## src/hdl/wvda_pkg.sv

```systemverilog
`timescale 1ns / 1ps
// ----------------------------------------------------------------------------
// Wind vane direction averager - package
// Item types, fixed-point widths and constants, state encodings and the
// CORDIC arctangent step table.
// ----------------------------------------------------------------------------
package wvda_pkg;

   // Default sizes
   localparam int VANE_SAMPLES_DEFAULT     = 16;
   localparam int ANGLE_ITERATIONS_DEFAULT = 16;

   // Field widths
   localparam int RAW_W  = 12;
   localparam int HUND_W = 16;

   // Centered reading c = 2*raw - 4095, range -4095..4095
   localparam int CENT_W = 13;
   localparam logic signed [CENT_W:0] CENT_OFFSET = 14'sd4095;
   localparam int PRE_SHIFT = 8;

   // CORDIC vector and angle formats (angle in degrees * 2^16)
   localparam int XY_W   = 24;
   localparam int Z_W    = 27;
   localparam int STEP_W = 22;
   localparam int TBL_IDX_W = 5;
   localparam int DEG_ONE = 65536;
   localparam logic signed [Z_W-1:0] HALF_TURN_Z = Z_W'(180 * DEG_ONE);
   localparam logic signed [Z_W-1:0] ROT_TURN_Z  = Z_W'(315 * DEG_ONE);
   localparam logic signed [Z_W-1:0] FULL_TURN_Z = Z_W'(360 * DEG_ONE);

   // Wrapped angle and hundredths conversion
   localparam int ANGLE_W = 25;
   localparam int SCALE_W = 32;
   localparam logic [SCALE_W-1:0] HUND_SCALE = SCALE_W'(100);
   localparam logic [SCALE_W-1:0] ROUND_HALF = SCALE_W'(32768);
   localparam logic [HUND_W-1:0]  HUND_TURN  = HUND_W'(36000);
   localparam int HUND_MAX = 35999;

   // Items
   typedef struct packed {
      logic [RAW_W-1:0] vane_x;
      logic [RAW_W-1:0] vane_y;
   } req_item_type;

   typedef struct packed {
      logic [HUND_W-1:0] sample_direction;
      logic [HUND_W-1:0] average_direction;
   } rsp_item_type;

   // Control between sequencer and ring
   typedef struct packed {
      logic fetch;
      logic update;
   } ring_ctrl_type;

   typedef struct packed {
      logic              done;
      logic [HUND_W-1:0] mean;
   } ring_stat_type;

   // State encodings
   typedef enum logic [1:0] {
      TOP_IDLE,
      TOP_ANGLE,
      TOP_RING,
      TOP_LOAD
   } top_state_type;

   typedef enum logic [2:0] {
      CORDIC_IDLE,
      CORDIC_SPIN,
      CORDIC_WRAP,
      CORDIC_SCALE,
      CORDIC_ROUND
   } cordic_state_type;

   // round(atan(2^-i) * 2^16) in degrees; nothing past the last entry
   function automatic logic [STEP_W-1:0] step_angle(input logic [TBL_IDX_W-1:0] idx);
      logic [STEP_W-1:0] val;
      case (idx)
         5'd0:    val = STEP_W'(2949120);
         5'd1:    val = STEP_W'(1740967);
         5'd2:    val = STEP_W'(919879);
         5'd3:    val = STEP_W'(466945);
         5'd4:    val = STEP_W'(234379);
         5'd5:    val = STEP_W'(117304);
         5'd6:    val = STEP_W'(58666);
         5'd7:    val = STEP_W'(29335);
         5'd8:    val = STEP_W'(14668);
         5'd9:    val = STEP_W'(7334);
         5'd10:   val = STEP_W'(3667);
         5'd11:   val = STEP_W'(1833);
         5'd12:   val = STEP_W'(917);
         5'd13:   val = STEP_W'(458);
         5'd14:   val = STEP_W'(229);
         5'd15:   val = STEP_W'(115);
         5'd16:   val = STEP_W'(57);
         5'd17:   val = STEP_W'(29);
         5'd18:   val = STEP_W'(14);
         5'd19:   val = STEP_W'(7);
         5'd20:   val = STEP_W'(4);
         5'd21:   val = STEP_W'(2);
         5'd22:   val = STEP_W'(1);
         default: val = '0;
      endcase
      return val;
   endfunction

endpackage

```

## src/hdl/wvda_ram.sv

```systemverilog
`timescale 1ns / 1ps
// ----------------------------------------------------------------------------
// Wind vane direction averager - generic RAM
// Simple dual-port memory: one write port, one read port with registered
// read data. Read data holds when no read is issued.
// ----------------------------------------------------------------------------
module wvda_ram #(
   parameter int WIDTH = wvda_pkg::HUND_W,
   parameter int DEPTH = wvda_pkg::VANE_SAMPLES_DEFAULT
) (
   input  logic                     clock,
   input  logic                     wr_en,
   input  logic [$clog2(DEPTH)-1:0] wr_addr,
   input  logic [WIDTH-1:0]         wr_data,
   input  logic                     rd_en,
   input  logic [$clog2(DEPTH)-1:0] rd_addr,
   output logic [WIDTH-1:0]         rd_data
);

   logic [WIDTH-1:0] mem_ff [DEPTH];
   logic [WIDTH-1:0] rd_data_ff;

   always_ff @(posedge clock) begin
      if (wr_en) begin
         mem_ff[wr_addr] <= wr_data;
      end
      if (rd_en) begin
         rd_data_ff <= mem_ff[rd_addr];
      end
   end

   assign rd_data = rd_data_ff;

endmodule

```

## src/hdl/wvda_cordic.sv

```systemverilog
`timescale 1ns / 1ps
// ----------------------------------------------------------------------------
// Wind vane direction averager - iterative CORDIC angle unit
// Centers the two readings, runs vectoring-mode CORDIC one step per cycle,
// rotates by -45 degrees modulo a full turn and converts to hundredths.
// ----------------------------------------------------------------------------
module wvda_cordic #(
   parameter int ANGLE_ITERATIONS = wvda_pkg::ANGLE_ITERATIONS_DEFAULT
) (
   input  logic                        clock,
   input  logic                        reset,
   input  logic                        start,
   input  wvda_pkg::req_item_type      vane,
   output logic                        done,
   output logic [wvda_pkg::HUND_W-1:0] angle
);
   import wvda_pkg::*;

   localparam int ITER_W = (ANGLE_ITERATIONS > 1) ? $clog2(ANGLE_ITERATIONS) : 1;
   localparam logic [ITER_W-1:0] LAST_ITER = ITER_W'(ANGLE_ITERATIONS - 1);

   cordic_state_type         state_ff, state_in;
   logic [ITER_W-1:0]        iter_ff, iter_in;
   logic signed [XY_W-1:0]   x_ff, x_in, y_ff, y_in;
   logic signed [Z_W-1:0]    z_ff, z_in;
   logic [ANGLE_W-1:0]       wrap_ff, wrap_in;
   logic [SCALE_W-1:0]       prod_ff, prod_in;
   logic [HUND_W-1:0]        angle_ff, angle_in;
   logic                     done_ff, done_in;

   logic signed [CENT_W-1:0] cent_x, cent_y;
   logic signed [XY_W-1:0]   start_x, start_y, dx, dy;
   logic signed [Z_W-1:0]    step_z, rot_z;
   logic [ANGLE_W-1:0]       wrap_val;
   logic [SCALE_W-1:0]       prod_val;
   logic [HUND_W-1:0]        hund_val;

   // Centered readings scaled by 2^8
   assign cent_x  = CENT_W'($signed({1'b0, vane.vane_x, 1'b0}) - CENT_OFFSET);
   assign cent_y  = CENT_W'($signed({1'b0, vane.vane_y, 1'b0}) - CENT_OFFSET);
   assign start_x = {{(XY_W-CENT_W-PRE_SHIFT){cent_x[CENT_W-1]}}, cent_x, {PRE_SHIFT{1'b0}}};
   assign start_y = {{(XY_W-CENT_W-PRE_SHIFT){cent_y[CENT_W-1]}}, cent_y, {PRE_SHIFT{1'b0}}};

   // One micro-rotation: floor shifts and table angle
   assign dx     = y_ff >>> iter_ff;
   assign dy     = x_ff >>> iter_ff;
   assign step_z = $signed({{(Z_W-STEP_W){1'b0}}, step_angle(TBL_IDX_W'(iter_ff))});

   // Rotate by 315 degrees; result is never negative and below two turns
   assign rot_z    = z_ff + ROT_TURN_Z;
   assign wrap_val = (rot_z >= FULL_TURN_Z) ? ANGLE_W'(rot_z - FULL_TURN_Z)
                                            : ANGLE_W'(rot_z);

   // Hundredths, rounded half up
   assign prod_val = SCALE_W'(wrap_ff) * HUND_SCALE + ROUND_HALF;
   assign hund_val = prod_ff[SCALE_W-1 -: HUND_W];

   // Sequencer
   always_comb begin
      state_in = state_ff;
      iter_in  = iter_ff;
      x_in     = x_ff;
      y_in     = y_ff;
      z_in     = z_ff;
      wrap_in  = wrap_ff;
      prod_in  = prod_ff;
      angle_in = angle_ff;
      done_in  = 1'b0;
      case (state_ff)
         CORDIC_IDLE: begin
            if (start) begin
               iter_in = '0;
               // left half plane: negate vector, start at half turn
               if (cent_x < 0) begin
                  x_in = -start_x;
                  y_in = -start_y;
                  z_in = HALF_TURN_Z;
               end else begin
                  x_in = start_x;
                  y_in = start_y;
                  z_in = '0;
               end
               state_in = CORDIC_SPIN;
            end
         end
         CORDIC_SPIN: begin
            if (!y_ff[XY_W-1]) begin
               x_in = x_ff + dx;
               y_in = y_ff - dy;
               z_in = z_ff + step_z;
            end else begin
               x_in = x_ff - dx;
               y_in = y_ff + dy;
               z_in = z_ff - step_z;
            end
            if (iter_ff == LAST_ITER) begin
               iter_in  = '0;
               state_in = CORDIC_WRAP;
            end else begin
               iter_in = iter_ff + 1'b1;
            end
         end
         CORDIC_WRAP: begin
            wrap_in  = wrap_val;
            state_in = CORDIC_SCALE;
         end
         CORDIC_SCALE: begin
            prod_in  = prod_val;
            state_in = CORDIC_ROUND;
         end
         CORDIC_ROUND: begin
            // a full turn after rounding reads as zero
            angle_in = (hund_val >= HUND_TURN) ? '0 : hund_val;
            done_in  = 1'b1;
            state_in = CORDIC_IDLE;
         end
         default: begin
            state_in = CORDIC_IDLE;
         end
      endcase
   end

   always_ff @(posedge clock) begin
      if (reset) begin
         state_ff <= CORDIC_IDLE;
         iter_ff  <= '0;
         done_ff  <= 1'b0;
      end else begin
         state_ff <= state_in;
         iter_ff  <= iter_in;
         done_ff  <= done_in;
      end
   end

   always_ff @(posedge clock) begin
      x_ff     <= x_in;
      y_ff     <= y_in;
      z_ff     <= z_in;
      wrap_ff  <= wrap_in;
      prod_ff  <= prod_in;
      angle_ff <= angle_in;
   end

   assign done  = done_ff;
   assign angle = angle_ff;

endmodule

```

## src/hdl/wvda_ring.sv

```systemverilog
`timescale 1ns / 1ps
// ----------------------------------------------------------------------------
// Wind vane direction averager - sample ring and running mean
// Ring of angles in RAM with a running sum. The outgoing entry is read at
// item acceptance, the new angle is written back and the mean is taken as a
// multiply by the reciprocal of the ring size.
// ----------------------------------------------------------------------------
module wvda_ring #(
   parameter int VANE_SAMPLES = wvda_pkg::VANE_SAMPLES_DEFAULT
) (
   input  logic                        clock,
   input  logic                        reset,
   input  wvda_pkg::ring_ctrl_type     ctrl,
   input  logic [wvda_pkg::HUND_W-1:0] angle,
   output wvda_pkg::ring_stat_type     stat
);
   import wvda_pkg::*;

   localparam int SLOT_W      = $clog2(VANE_SAMPLES);
   localparam int SUM_W       = $clog2(VANE_SAMPLES * HUND_MAX + 1);
   localparam int RECIP_SHIFT = SUM_W + SLOT_W;
   localparam int RECIP_W     = SUM_W + 2;
   localparam int MEAN_PROD_W = SUM_W + RECIP_W;
   // ceil(2^RECIP_SHIFT / VANE_SAMPLES): exact quotient for every sum
   localparam logic [63:0] RECIP_FULL =
      ((64'd1 << RECIP_SHIFT) + 64'(VANE_SAMPLES) - 64'd1) / 64'(VANE_SAMPLES);
   localparam logic [RECIP_W-1:0] RECIP = RECIP_FULL[RECIP_W-1:0];
   localparam logic [SLOT_W-1:0]  LAST_SLOT = SLOT_W'(VANE_SAMPLES - 1);

   logic [SLOT_W-1:0]      slot_ff, slot_in;
   logic                   filled_ff, filled_in;
   logic [SUM_W-1:0]       sum_ff, sum_in;
   logic                   upd_d1_ff, upd_d2_ff;
   logic [MEAN_PROD_W-1:0] prod_ff, prod_in;
   logic [HUND_W-1:0]      old_raw, old_val;

   wvda_ram #(
      .WIDTH (HUND_W),
      .DEPTH (VANE_SAMPLES)
   ) u_ram (
      .clock   (clock),
      .wr_en   (ctrl.update),
      .wr_addr (slot_ff),
      .wr_data (angle),
      .rd_en   (ctrl.fetch),
      .rd_addr (slot_ff),
      .rd_data (old_raw)
   );

   // Slots not yet written since reset read as zero
   assign old_val = filled_ff ? old_raw : '0;

   // Sum, slot pointer and fill flag
   always_comb begin
      sum_in    = sum_ff;
      slot_in   = slot_ff;
      filled_in = filled_ff;
      if (ctrl.update) begin
         sum_in = sum_ff - SUM_W'(old_val) + SUM_W'(angle);
         if (slot_ff == LAST_SLOT) begin
            slot_in   = '0;
            filled_in = 1'b1;
         end else begin
            slot_in = slot_ff + 1'b1;
         end
      end
   end

   // Mean by reciprocal multiply, registered in the cycle after the sum settles
   assign prod_in = upd_d1_ff ? MEAN_PROD_W'(sum_ff) * MEAN_PROD_W'(RECIP) : prod_ff;

   always_ff @(posedge clock) begin
      if (reset) begin
         slot_ff   <= '0;
         filled_ff <= 1'b0;
         sum_ff    <= '0;
         upd_d1_ff <= 1'b0;
         upd_d2_ff <= 1'b0;
      end else begin
         slot_ff   <= slot_in;
         filled_ff <= filled_in;
         sum_ff    <= sum_in;
         upd_d1_ff <= ctrl.update;
         upd_d2_ff <= upd_d1_ff;
      end
   end

   always_ff @(posedge clock) begin
      prod_ff <= prod_in;
   end

   assign stat.done = upd_d2_ff;
   assign stat.mean = prod_ff[RECIP_SHIFT +: HUND_W];

endmodule

```

## src/hdl/wind_vane_direction_averager_top.sv

```systemverilog
`timescale 1ns / 1ps
// ----------------------------------------------------------------------------
// Wind vane direction averager - top level
// Converts a two-channel vane reading to a direction and keeps a moving
// average of the last VANE_SAMPLES directions.
// ----------------------------------------------------------------------------
// Each item carries two 12-bit vane readings; each result gives the direction
// of that sample and the truncated mean of the ring, both in hundredths of a
// degree (0..35999). The block works on one item at a time and takes the next
// item only once the result of the last is loaded into the output register.
// Each item passes through the CORDIC unit, one micro-rotation per cycle, then
// the wrap, scale and round steps, the ring write back and the reciprocal
// multiply for the mean. A result waiting in the output register does not hold
// off the next item, but a stalled output holds the load of the next result.
// The ring starts at zero after reset and those zeros count in the mean until
// it has filled once.
// ----------------------------------------------------------------------------
module wind_vane_direction_averager_top #(
   parameter int VANE_SAMPLES     = wvda_pkg::VANE_SAMPLES_DEFAULT,
   parameter int ANGLE_ITERATIONS = wvda_pkg::ANGLE_ITERATIONS_DEFAULT
) (
   input  logic                   clock,
   input  logic                   reset,
   input  logic                   req_valid,
   output logic                   req_stall,
   input  wvda_pkg::req_item_type req_data,
   output logic                   rsp_valid,
   input  logic                   rsp_stall,
   output wvda_pkg::rsp_item_type rsp_data
);
   import wvda_pkg::*;

   top_state_type     state_ff, state_in;
   logic              rsp_valid_ff, rsp_valid_in;
   rsp_item_type      rsp_data_ff, rsp_data_in;

   logic              accept;
   logic              out_free;
   logic              cordic_done;
   logic [HUND_W-1:0] cordic_angle;
   ring_ctrl_type     ring_ctrl;
   ring_stat_type     ring_stat;

   wvda_cordic #(
      .ANGLE_ITERATIONS (ANGLE_ITERATIONS)
   ) u_cordic (
      .clock (clock),
      .reset (reset),
      .start (accept),
      .vane  (req_data),
      .done  (cordic_done),
      .angle (cordic_angle)
   );

   wvda_ring #(
      .VANE_SAMPLES (VANE_SAMPLES)
   ) u_ring (
      .clock (clock),
      .reset (reset),
      .ctrl  (ring_ctrl),
      .angle (cordic_angle),
      .stat  (ring_stat)
   );

   // Item sequencer and output register control
   always_comb begin
      state_in     = state_ff;
      ring_ctrl    = '0;
      rsp_data_in  = rsp_data_ff;
      req_stall    = reset || (state_ff != TOP_IDLE);
      accept       = req_valid && !req_stall;
      out_free     = !rsp_valid_ff || !rsp_stall;
      rsp_valid_in = rsp_valid_ff && rsp_stall;
      case (state_ff)
         TOP_IDLE: begin
            // fetch the outgoing ring entry while the angle is computed
            if (accept) begin
               ring_ctrl.fetch = 1'b1;
               state_in        = TOP_ANGLE;
            end
         end
         TOP_ANGLE: begin
            if (cordic_done) begin
               ring_ctrl.update = 1'b1;
               state_in         = TOP_RING;
            end
         end
         TOP_RING: begin
            if (ring_stat.done) begin
               state_in = TOP_LOAD;
            end
         end
         TOP_LOAD: begin
            if (out_free) begin
               rsp_valid_in                  = 1'b1;
               rsp_data_in.sample_direction  = cordic_angle;
               rsp_data_in.average_direction = ring_stat.mean;
               state_in                      = TOP_IDLE;
            end
         end
         default: begin
            state_in = TOP_IDLE;
         end
      endcase
   end

   always_ff @(posedge clock) begin
      if (reset) begin
         state_ff     <= TOP_IDLE;
         rsp_valid_ff <= 1'b0;
      end else begin
         state_ff     <= state_in;
         rsp_valid_ff <= rsp_valid_in;
      end
   end

   always_ff @(posedge clock) begin
      rsp_data_ff <= rsp_data_in;
   end

   assign rsp_valid = rsp_valid_ff;
   assign rsp_data  = rsp_data_ff;

endmodule

```

## config.mk

```make
export PLATFORM = sky130hd
export DESIGN_NAME = wind_vane_direction_averager_top
export DESIGN_NICKNAME = d
export VERILOG_FILES = /design/src/hdl/wvda_pkg.sv /design/src/hdl/wvda_ram.sv /design/src/hdl/wvda_cordic.sv /design/src/hdl/wvda_ring.sv /design/src/hdl/wind_vane_direction_averager_top.sv
export SDC_FILE = /design/constraint.sdc
export NUM_CORES = 1
export LEC_CHECK = 0
export BUFFER_PORTS_ARGS = -buffer_cell sky130_fd_sc_hd__buf_2
export CAP_MARGIN = 20
export CORE_UTILIZATION = 40
export CTS_BUF_LIST = sky130_fd_sc_hd__clkbuf_2 sky130_fd_sc_hd__clkbuf_4 sky130_fd_sc_hd__clkbuf_8
export DETAILED_ROUTE_END_ITERATION = 8
export SLEW_MARGIN = 10
export SYNTH_ARGS = -nofsm -noshare
export SYNTH_HDL_FRONTEND = slang
export SYNTH_SLANG_ARGS = --single-unit
```

## constraint.sdc

```tcl
create_clock -name clock -period 6.4 [get_ports clock]
set_clock_uncertainty 0.2 [all_clocks]
set_input_delay 1.28 -clock clock [delete_from_list [all_inputs] [get_ports clock]]
set_output_delay 1.28 -clock clock [all_outputs]
set_load 0.01 [all_outputs]
```

== Word-level counts from Yosys, hierarchy flattened ==
Memories as Yosys holds them, arrays and structs flattened. A register that Yosys moved wholly into a read port is not among the register bits.
Index checks and enable logic that the tools add are counted.

* Register bits after elaboration: 238
* Memory bits (writable): 256
* Bits in read-only memories: 352
* Input bits: 28
* Output and inout bits: 34
* Word-level logic and storage cells: 112
* Memories: 2

* Add/subtract/negate cells: 17
* $mul: 1
* $lt $le $gt $ge: 3
* Eq/ne operators: 15
* Shifts and indexed selects: 2
* Muxes and demuxes: 37
* Reduce and logical (&&, ||, !) cells: 16

{| class="wikitable"
|+ Memories
! name !! words !! bits a word !! read ports !! clocked after Yosys merged registers in !! wr ports !! line !! source
|-
| (no name shown) || 16 || 22 || 1 || 1 || 0 || wvda_pkg.sv:81 || <nowiki>case (idx)</nowiki>
|-
| u_ring.u_ram.mem_ff || 16 || 16 || 1 || 1 || 1 || wvda_ram.sv:20 || <nowiki>logic [WIDTH-1:0] mem_ff [DEPTH];</nowiki>
|}

{| class="wikitable"
|+ Operator list
! operator !! count
|-
| 2-to-1 mux 24 bit || 7
|-
| one-hot mux 24 bit (2 select lines) || 2
|-
| 2-to-1 mux 27 bit || 2
|-
| one-hot mux 27 bit (2 select lines) || 1
|-
| adder 24 bit || 2
|-
| negator 21 -> 24 bit || 2
|-
| >>> shifter 24 x 4 -> 24 bit || 2
|-
| subtractor 24 bit || 2
|-
| adder 32 x 16 -> 32 bit (second input constant) || 1
|-
| multiplier 25 x 5 -> 30 bit (second input constant) || 1
|-
| adder 27 x 23 -> 27 bit || 1
|-
| adder 27 x 26 -> 27 bit (second input constant) || 1
|-
| greater-or-equal comparator 27 x 26 -> 1 bit (second input constant) || 1
|-
| subtractor 27 x 23 -> 27 bit || 1
|-
| subtractor 13 x 12 -> 13 bit (second input constant) || 2
|-
| 2-to-1 mux 25 bit || 1
|-
| subtractor 25 bit (second input constant) || 1
|-
| adder 20 x 16 -> 20 bit || 1
|-
| 2-to-1 mux 4 bit || 5
|-
| subtractor 20 x 16 -> 20 bit || 1
|-
| greater-or-equal comparator 16 bit (second input constant) || 1
|-
| 2-to-1 mux 16 bit || 1
|-
| less-than comparator 13 x 1 -> 1 bit (second input constant) || 1
|-
| one-hot mux 3 bit (4 select lines) || 1
|-
| other kinds (22) || 50
|}

== Depth between registers and ports, before layout ==
Gate-level depths: netlist of run 1.

* Depth after elaboration: 8
* Mapped depth: 27
* Depth with buffers taken out: 22

== By module ==
A second synthesis of run 1 with hierarchy kept.

* Cells, all modules: 2562
* Area, all modules: 30739.5 µm²

{| class="wikitable"
|+ Modules (own cells, without submodules)
! module !! instances !! cells an instance !! area each (µm²) !! seq. area each (µm²)
|-
| wvda_cordic || 1 || 1733 || 16311.9 || 4564.4
|-
| wvda_ram || 1 || 432 || 10202.3 || 8167.8
|-
| wvda_ring || 1 || 336 || 2987.9 || 1021.0
|-
| wind_vane_direction_averager_top || 1 || 61 || 1237.4 || 1021.0
|}

== Least setup slack after synthesis of run 1 ==
No wires, ideal clock.

* Path type: register to register
* Start: register u_cordic.iter_ff[3]
* End: register u_cordic.y_ff[23] (data pin)
* Setup time: 0.265 ns
* Arrival: 5.035 ns
* Required time: 5.935 ns
* Path slack: 0.900 ns
* Cell stages (with the launch flop): 25
* Buffers on the path: 3
* Clock period less this slack: 5.500 ns
* Cell sequence: dfxtp_1 -> buf_2 -> buf_4 -> clkbuf_1 -> mux4_2 -> mux4_2 -> a21oi_1 -> and2_1 -> and2_1 -> nand2_1 -> a21oi_1 -> nor2_1 -> xnor2_1 -> ha_1 -> a21o_1 -> a21o_1 -> a21o_1 -> o21a_1 -> a2111oi_0 -> o21ai_0 -> a31o_2 -> a21oi_1 -> o31ai_1 -> xnor2_1 -> o21ai_1

* Longest elaborated chain between the ends: 4
* Elaborated cells between the ends (all ways): 5
* Those cells by class: add/sub: 2; shift: 1; mux: 2

{| class="wikitable"
|+ RTL lines
! element !! line !! source
|-
| start, declared || wvda_cordic.sv:23 || <nowiki>logic [ITER_W-1:0] iter_ff, iter_in;</nowiki>
|-
| start signal, assigned || wvda_cordic.sv:130 || <nowiki>iter_ff <= iter_in;</nowiki>
|-
| >>> shifter 24 x 4 -> 24 bit * || wvda_cordic.sv:46 || <nowiki>assign dy = x_ff >>> iter_ff;</nowiki>
|-
| subtractor 24 bit or adder 24 bit (tied branches) || wvda_cordic.sv:89, wvda_cordic.sv:93 ||
|-
| 2-to-1 mux 24 bit * || wvda_cordic.sv:87 || <nowiki>if (!y_ff[XY_W-1]) begin</nowiki>
|-
| one-hot mux 24 bit (2 select lines) * || wvda_cordic.sv:69 || <nowiki>case (state_ff)</nowiki>
|-
| via u_cordic.y_in[23] || wvda_cordic.sv:24 || <nowiki>logic signed [XY_W-1:0] x_ff, x_in, y_ff, y_in;</nowiki>
|-
| end signal, assigned || wvda_cordic.sv:137 || <nowiki>y_ff <= y_in;</nowiki>
|-
| end, declared || wvda_cordic.sv:24 ||
|}

Mark *: on every way through the listed nets, which the timed path passes. The rest lies on a longest branch.
A chain may end at the register's enable or synchronous reset.

== Worst setup path in the final report of run 1 ==
* Start: register u_cordic.iter_ff[1]
* End: register u_cordic.y_ff[23] (data pin)

The elaborated chain is that of the path after synthesis.

==> flow_metrics.env, run 1 <==
export IMPL_status="finished clean"
export IMPL_ios=62
export IMPL_path_clk_slew_ns=0.07
export IMPL_port_buffers=61
export IMPL_firstDrtPassIters=5
export IMPL_rows=101
export IMPL_postSynthCellCount=2665
export IMPL_path_buf_inv=1
export IMPL_ys_seq_elements=512
export IMPL_cp_required_ns=6.65
export IMPL_setup_viol=0
export IMPL_holdBufCountCts=0
export IMPL_synth_nets=2924
export IMPL_cts_buffers=89
export IMPL_yosysSeqAreaShare_pct=47.8
export IMPL_cts_buffer_depth=3
export IMPL_synth_avg_cell_area_sq_um=11.6
export IMPL_crit_chain="mux4_2 -> mux4_2 -> a21oi_1 -> and2_1 -> and2_1 -> nand2_1 -> a21oi_1 -> nor2_1 -> xnor2_1 -> ha_1 -> a21o_1 -> a21o_1 -> a21o_1 -> o21a_1 -> a2111oi_0 -> buf_4 -> o21ai_0 -> a31o_2 -> a21oi_1 -> o31ai_1 -> xnor2_1 -> o21ai_1"
export IMPL_hp_class="reg -> reg"
export IMPL_wl_per_cell_um=18.9
export IMPL_htree_num_levels=3
export IMPL_worst_slew_pin_slew_ns=1.07
export IMPL_period_share_pct=92.8
export IMPL_rsz0062_at_grt="false"
export IMPL_yosysWarnings=0
export IMPL_post_cts_resize_count=0
export IMPL_final_layout_size_suffix_gt1_share_pct=15.5
export IMPL_critPathMaxFanout=28
export IMPL_synth_flop_cell="edfxtp_1"
export IMPL_grt_max_degree=61
export IMPL_die_area_sq_mm=0.0785
export IMPL_finalSetupTns_ns=0
export IMPL_final_nets=3027
export IMPL_crit_family="compound AO/OA/AOI/OAI gates"
export IMPL_grt_total_usage_pct=18.8
export IMPL_insertion_delay_ns=0.71
export IMPL_synth_async_reset_ratio_pct=0
export IMPL_overflow=0
export IMPL_dp_hpwl_um=51900
export IMPL_worstPathArrival_ns=6.19
export IMPL_grt_pass1_vias=21100
export IMPL_finalCriticalPeriod_ns=5.94
export IMPL_globalplace_congestion=0.852
export IMPL_critPathMaxStageDelay_ns=0.63
export IMPL_area_growth_syn_to_layout_pct=11.1
export IMPL_maxCapViolCount=0
export IMPL_cts_root_buf="clkbuf_8"
export IMPL_synth_edff_count=452
export IMPL_crit_type="reg -> reg"
export IMPL_slowest_stage="mux4_2"
export IMPL_fp_dieW_um=280
export IMPL_post_cts_repair_setup_buffers=0
export IMPL_final_cell_mix="edfxtp_1 (452), inv_1 (229), nor2_1 (218), ha_1 (193), nand2_1 (192)"
export IMPL_via_per_inst=5.41
export IMPL_grt_pass1_wl_um=116000
export IMPL_ant_nets=0
export IMPL_initial_core_util_pct=40.6
export IMPL_grt_antenna_before_repair=1
export IMPL_drv_slew=0
export IMPL_cts_tree="built"
export IMPL_slew_headroom_pct=28.6
export IMPL_clkSinkCount=512
export IMPL_die_y_um=280
export IMPL_core_sq_mm=0.0762
export IMPL_vias=20900
export IMPL_final_common_cell="edfxtp_1"
export IMPL_wirelength_um=73200
export IMPL_startpoint_type="register"
export IMPL_drcViolationCount=0
export IMPL_hold_viol_final=0
export IMPL_drt_initial_drc_count=1408
export IMPL_crit_path_end_kind="register"
export IMPL_ys_types=95
export IMPL_fmax_ghz=0.168
export IMPL_syn_area_sq_mm=0.0309
path summary, 6_finish.rpt:
check	slack, ns	from	cells past startpoint	to
worst max-delay path	0.46	u_cordic.iter_ff[1]$_SDFFE_PP0P_	22	u_cordic.y_ff[23]$_DFFE_PP_
worst min-delay path	0.22	u_ring.prod_ff[28]$_DFFE_PP_	0	rsp_data[4]$_DFFE_PP_
worst max register to register	0.46	u_cordic.iter_ff[1]$_SDFFE_PP0P_	22	u_cordic.y_ff[23]$_DFFE_PP_
worst min register to register	0.22	u_ring.prod_ff[28]$_DFFE_PP_	0	rsp_data[4]$_DFFE_PP_
synth_stat cells (5+ instances only):
| cell type | number | area (sq um) |
|---|---|---|
| a211o_1 | 5 | 43.8 |
| a211oi_1 | 22 | 165 |
| a21boi_0 | 7 | 52.6 |
| a21o_1 | 40 | 300 |
| a21oi_1 | 184 | 921 |
| a22oi_1 | 5 | 37.5 |
| a31o_2 | 6 | 52.6 |
| a31oi_1 | 22 | 138 |
| and2_1 | 44 | 275 |
| and3_1 | 21 | 131 |
| and4_1 | 5 | 43.8 |
| buf_1 | 20 | 75.1 |
| buf_2 | 12 | 60.1 |
| buf_6 | 8 | 90.1 |
| clkbuf_1 | 61 | 229 |
| dfxtp_1 | 60 | 1200 |
| edfxtp_1 | 452 | 13600 |
| fa_1 | 38 | 761 |
| ha_1 | 193 | 2410 |
| inv_1 | 230 | 863 |
| mux2_2 | 16 | 180 |
| mux2i_1 | 38 | 380 |
| mux4_2 | 121 | 2730 |
| nand2_1 | 193 | 724 |
| nand2b_1 | 23 | 144 |
| nand3_1 | 42 | 210 |
| nand3b_1 | 7 | 52.6 |
| nand4_1 | 12 | 75.1 |
| nor2_1 | 220 | 826 |
| nor2b_1 | 23 | 144 |
| nor3_1 | 54 | 270 |
| nor3b_1 | 11 | 82.6 |
| nor4_1 | 10 | 62.6 |
| o211ai_1 | 5 | 37.5 |
| o21a_1 | 18 | 135 |
| o21ai_0 | 79 | 395 |
| o21ai_1 | 23 | 115 |
| o21bai_1 | 11 | 82.6 |
| o22ai_1 | 6 | 37.5 |
| o31ai_1 | 14 | 105 |
| or2_2 | 10 | 62.6 |
| or3_1 | 16 | 100 |
| xnor2_1 | 130 | 1140 |
| xor2_1 | 65 | 569 |
flip-flops by register name (all words and copies together), names as in the netlist, 20 cells and up:
| signal | cells |
|---|---|
| u_cordic.wrap_ff | 25 |
| rsp_data | 32 |
| u_cordic.step_z | 22 |
| u_ring.u_ram.mem_ff | 256 |
| u_cordic.y_ff | 24 |
| u_cordic.z_ff | 27 |
| u_ring.sum_ff | 20 |
| u_cordic.x_ff | 24 |
kinds of logic (layout without fill, tap and decap cells):
family          after synthesis  after routing  synth area share [%]
xor+xnor                    195            195                  5.52
other cells                   0              1                     0
fa+ha+maj                   231            231                  10.3
flops                       512            512                  47.8
mux                         179            179                  10.8
buf+inv                     334            507                  4.32
simple gates                709            709                  11.0
compound gates              505            505                  10.3
cell type report:
type | count | area [sq um]
antenna | 1 | 2.50
clock buffer | 107 | 1390
clock inverter | 54 | 453
fill | 6943 | 41800
inverter | 231 | 867
multi-input combinational | 1819 | 14900
sequential | 512 | 14800
tap | 1030 | 1290
timing repair buffer | 115 | 714
routing by layer:
metal	GRT usage (%)	up-vias	share of wire, %
met1	23.6	10200	43
met3	3.10	135	4.8
met5	0	-	0
met4	6.29	0	2.8
met2	32.7	559	50
li1	-	9986	-
per-stage QoR:
| step | std cells | cell area [sq um] | util (%) | hold slack, ns | setup slack (ns) |
|---|---|---|---|---|---|
| 2_1_floorplan | 2665 | 30900 | - | 0.200 | 0.900 |
| 3_3_place_gp | 3707 | 32500 | 42.7 | 0.205 | 0.451 |
| 3_5_place_dp | 3707 | 32500 | 42.7 | 0.205 | 0.433 |
| 4_1_cts | 3868 | 34400 | 45.1 | 0.219 | 0.402 |
| 5_1_grt | 3869 | 34400 | 45.1 | 0.230 | 0.0339 |
| 6_report | 3869 | 34400 | 45.1 | 0.217 | 0.464 |
Power of run 1 is left out: the tool's default activity adds up to more than one toggle a clock period on the data nets, which glitch-free logic cannot reach.
==> inputs of run 2 (changes only) <==
--- a/config.mk
+++ b/config.mk
@@ -7,9 +7,12 @@
 export LEC_CHECK = 0
 export BUFFER_PORTS_ARGS = -buffer_cell sky130_fd_sc_hd__buf_2
 export CAP_MARGIN = 20
+export CELL_PAD_IN_SITES_DETAIL_PLACEMENT = 0
+export CELL_PAD_IN_SITES_GLOBAL_PLACEMENT = 1
 export CORE_UTILIZATION = 40
 export CTS_BUF_LIST = sky130_fd_sc_hd__clkbuf_2 sky130_fd_sc_hd__clkbuf_4 sky130_fd_sc_hd__clkbuf_8
 export DETAILED_ROUTE_END_ITERATION = 8
+export PLACE_DENSITY = 0.67
 export SLEW_MARGIN = 10
 export SYNTH_ARGS = -nofsm -noshare
 export SYNTH_HDL_FRONTEND = slang
==> run 2 against run 1 <==
  * Design area about the same
  * Count of clock-buffer cells in the layout increased by 10
  * Non-clock buffer count increased by 1
  * Largest cell class unchanged
  * Sequential share of layout area about the same
  * Global-route usage increased by 0.091 points
  * Critical endpoint unchanged
==> flow_metrics.env, run 2 (synthesis results as in run 1) <==
export IMPL_hp_class="reg -> reg"
export IMPL_cts_buffer_depth=3
export IMPL_worstPathArrival_ns=6.18
export IMPL_top_usage_layer="met2"
export IMPL_register_area_sq_mm=0.0148
export IMPL_p_sw_mw=8.89
export IMPL_clkSinkCount=512
export IMPL_grt_pass1_vias=21100
export IMPL_finalCriticalPeriod_ns=5.95
export IMPL_p_per_area_mw_per_mm2=588
export IMPL_dp_hpwl_um=52100
export IMPL_final_nets=3028
export IMPL_wl_per_cell_um=18.9
export IMPL_met1_usage_pct=24.0
export IMPL_cp_required_ns=6.63
export IMPL_ant_nets=0
export IMPL_drv_slew=0
export IMPL_path_clk_slew_ns=0.06
export IMPL_placed_cells=3706
export IMPL_setup_viol=0
export IMPL_slowest_stage="edfxtp_1"
export IMPL_status="finished clean"
export IMPL_initial_core_util_pct=40.6
export IMPL_ios=62
export IMPL_via_per_inst=5.34
export IMPL_grt_use_met3_pct=3.03
export IMPL_final_layout_size_suffix_gt1_share_pct=15.8
export IMPL_startpoint_type="register"
export IMPL_die_area_sq_mm=0.0785
export IMPL_vias=20700
export IMPL_crit_path_end_kind="register"
export IMPL_leakage_nw=12.9
export IMPL_post_cts_resize_count=0
export IMPL_slew_headroom_pct=31.9
export IMPL_worst_slew_pin_slew_ns=1.02
export IMPL_p_seq_share_pct=25.0
export IMPL_port_buffers=61
export IMPL_rsz0062_at_grt="false"
export IMPL_largest_reg_flops=256
export IMPL_final_cells=3874
export IMPL_fillers=7036
export IMPL_critPathMaxFanout=7
export IMPL_critPathMaxStageDelay_ns=0.55
export IMPL_wirelength_um=73200
export IMPL_hold_viol_final=0
export IMPL_combPwrFrac_pct=59.8
export IMPL_drcViolationCount=0
export IMPL_grt_total_usage_pct=18.9
export IMPL_core_sq_mm=0.0762
export IMPL_fmax_ghz=0.168
export IMPL_irDropWorstVdd_mv=0.352
export IMPL_grt_antenna_before_repair=3
export IMPL_die_y_um=280
export IMPL_crit_type="reg -> reg"
export IMPL_maxCapViolCount=0
export IMPL_place_ws_ns=0.340
export IMPL_crit_chain="mux4_2 -> mux2_2 -> or3_1 -> a21oi_1 -> and2_1 -> and2_1 -> nand2_1 -> a21oi_1 -> nor2_1 -> xnor2_1 -> ha_1 -> a21o_1 -> a21o_1 -> a21o_1 -> o21a_1 -> a2111oi_0 -> buf_4 -> o21ai_0 -> a31o_2 -> a21oi_1 -> o31ai_1 -> xnor2_1 -> o21ai_1"
export IMPL_holdBufCountCts=0
export IMPL_multi_input_area_sq_mm=0.0149
export IMPL_area_growth_syn_to_layout_pct=11.2
export IMPL_use_met2_pct=32.7
export IMPL_htree_num_levels=3
export IMPL_firstDrtPassIters=5
export IMPL_grt_max_degree=59
export IMPL_period_share_pct=93.0
export IMPL_regMostFlops="u_ring.u_ram.mem_ff"
export IMPL_whs_ns=0.219
export IMPL_final_cell_mix="edfxtp_1 (452), inv_1 (229), nor2_1 (218), ha_1 (193), nand2_1 (192)"
export IMPL_cts_tree="built"
export IMPL_grt_pass1_wl_um=116000
export IMPL_fp_dieW_um=280
export IMPL_p_clk_share_pct=15.2
export IMPL_cts_root_buf="clkbuf_8"
export IMPL_fin_ws_ns=0.450
export IMPL_finalSetupTns_ns=0
export IMPL_switching_share_pct=43.9
export IMPL_p_int_mw=11.4
export IMPL_drt_initial_drc_count=1263
export IMPL_insertion_delay_ns=0.70
export IMPL_cts_buffers=89
export IMPL_final_common_cell="edfxtp_1"
export IMPL_rows=101
export IMPL_overflow=0
export IMPL_globalplace_congestion=0.826
export IMPL_total_power_mw=20.2
export IMPL_post_cts_repair_setup_buffers=0
[run 2: cell types whose count changed in the layout (fill, tap and decap cells not counted), moves of 2 or more]
cell,delta
clkinv_8,-2
clkinvlp_4,-2
clkbuf_4,+9
clkinv_1,-4
inv_8,+2
bufinv_16,-2
[run 2: final cells by class]
cell class                      count  share of cell area, %
Tap cell                         1030                   3.75
Clock buffer                      117                   4.26
Timing Repair Buffer              116                   2.15
Sequential cell                   512                   43.0
Clock inverter                     47                   1.06
Antenna cell                        2                 0.0145
Multi-Input combinational cell   1819                   43.3
Inverter                          231                   2.52
[run 2: through the flow]
stage                     area [sq um]  utilization, %
final                            34400            45.1
after floorplan                  30900               -
after detailed placement         32500            42.7
after global routing             34400            45.1
after CTS                        34400            45.1
after global placement           32500            42.7
[run 2: routing by layer]
layer	up-vias	part of all wire, %
li1	9986	-
met1	10200	44
met2	417	49
met3	123	4.2
met4	0	2.5
met5	-	0
[run 2: power by group through the flow]
stage / clock (mW) / combinational [mW] / sequential [mW]
3_3_place_gp: 0 / 11.9 / 5.10
3_5_place_dp: 0 / 12.1 / 5.13
4_1_cts: 3.16 / 12.2 / 5.06
6_report: 3.07 / 12.1 / 5.06
5_1_grt: 3.30 / 13.7 / 5.12
2_1_floorplan: 0 / 9.77 / 4.83
[run 2: critical path, delay by kind of cell (launching register included)]
kind	cells	cell delay [ns]
and+or+nand+nor	5	1.00
buffers and inverters	1	0.19
adders and majority gates	1	0.21
DFF	1	0.55
muxes	2	0.82
xor gates and xnor gates	2	0.33
AOI/OAI and AO/OA	12	2.37
[run 2: path summary, 6_finish.rpt]
| path | startpoint | depth (start not counted) | to | slack [ns] |
|---|---|---|---|---|
| setup / recovery | u_cordic.x_ff[13]$_DFFE_PP_ | 23 | u_cordic.y_ff[23]$_DFFE_PP_ | 0.45 |
| hold / removal | u_ring.prod_ff[28]$_DFFE_PP_ | 0 | rsp_data[4]$_DFFE_PP_ | 0.22 |
| setup reg to reg | u_cordic.x_ff[13]$_DFFE_PP_ | 23 | u_cordic.y_ff[23]$_DFFE_PP_ | 0.45 |
| hold reg to reg | u_ring.prod_ff[28]$_DFFE_PP_ | 0 | rsp_data[4]$_DFFE_PP_ | 0.22 |
Power figures use the tool's default switching activity.
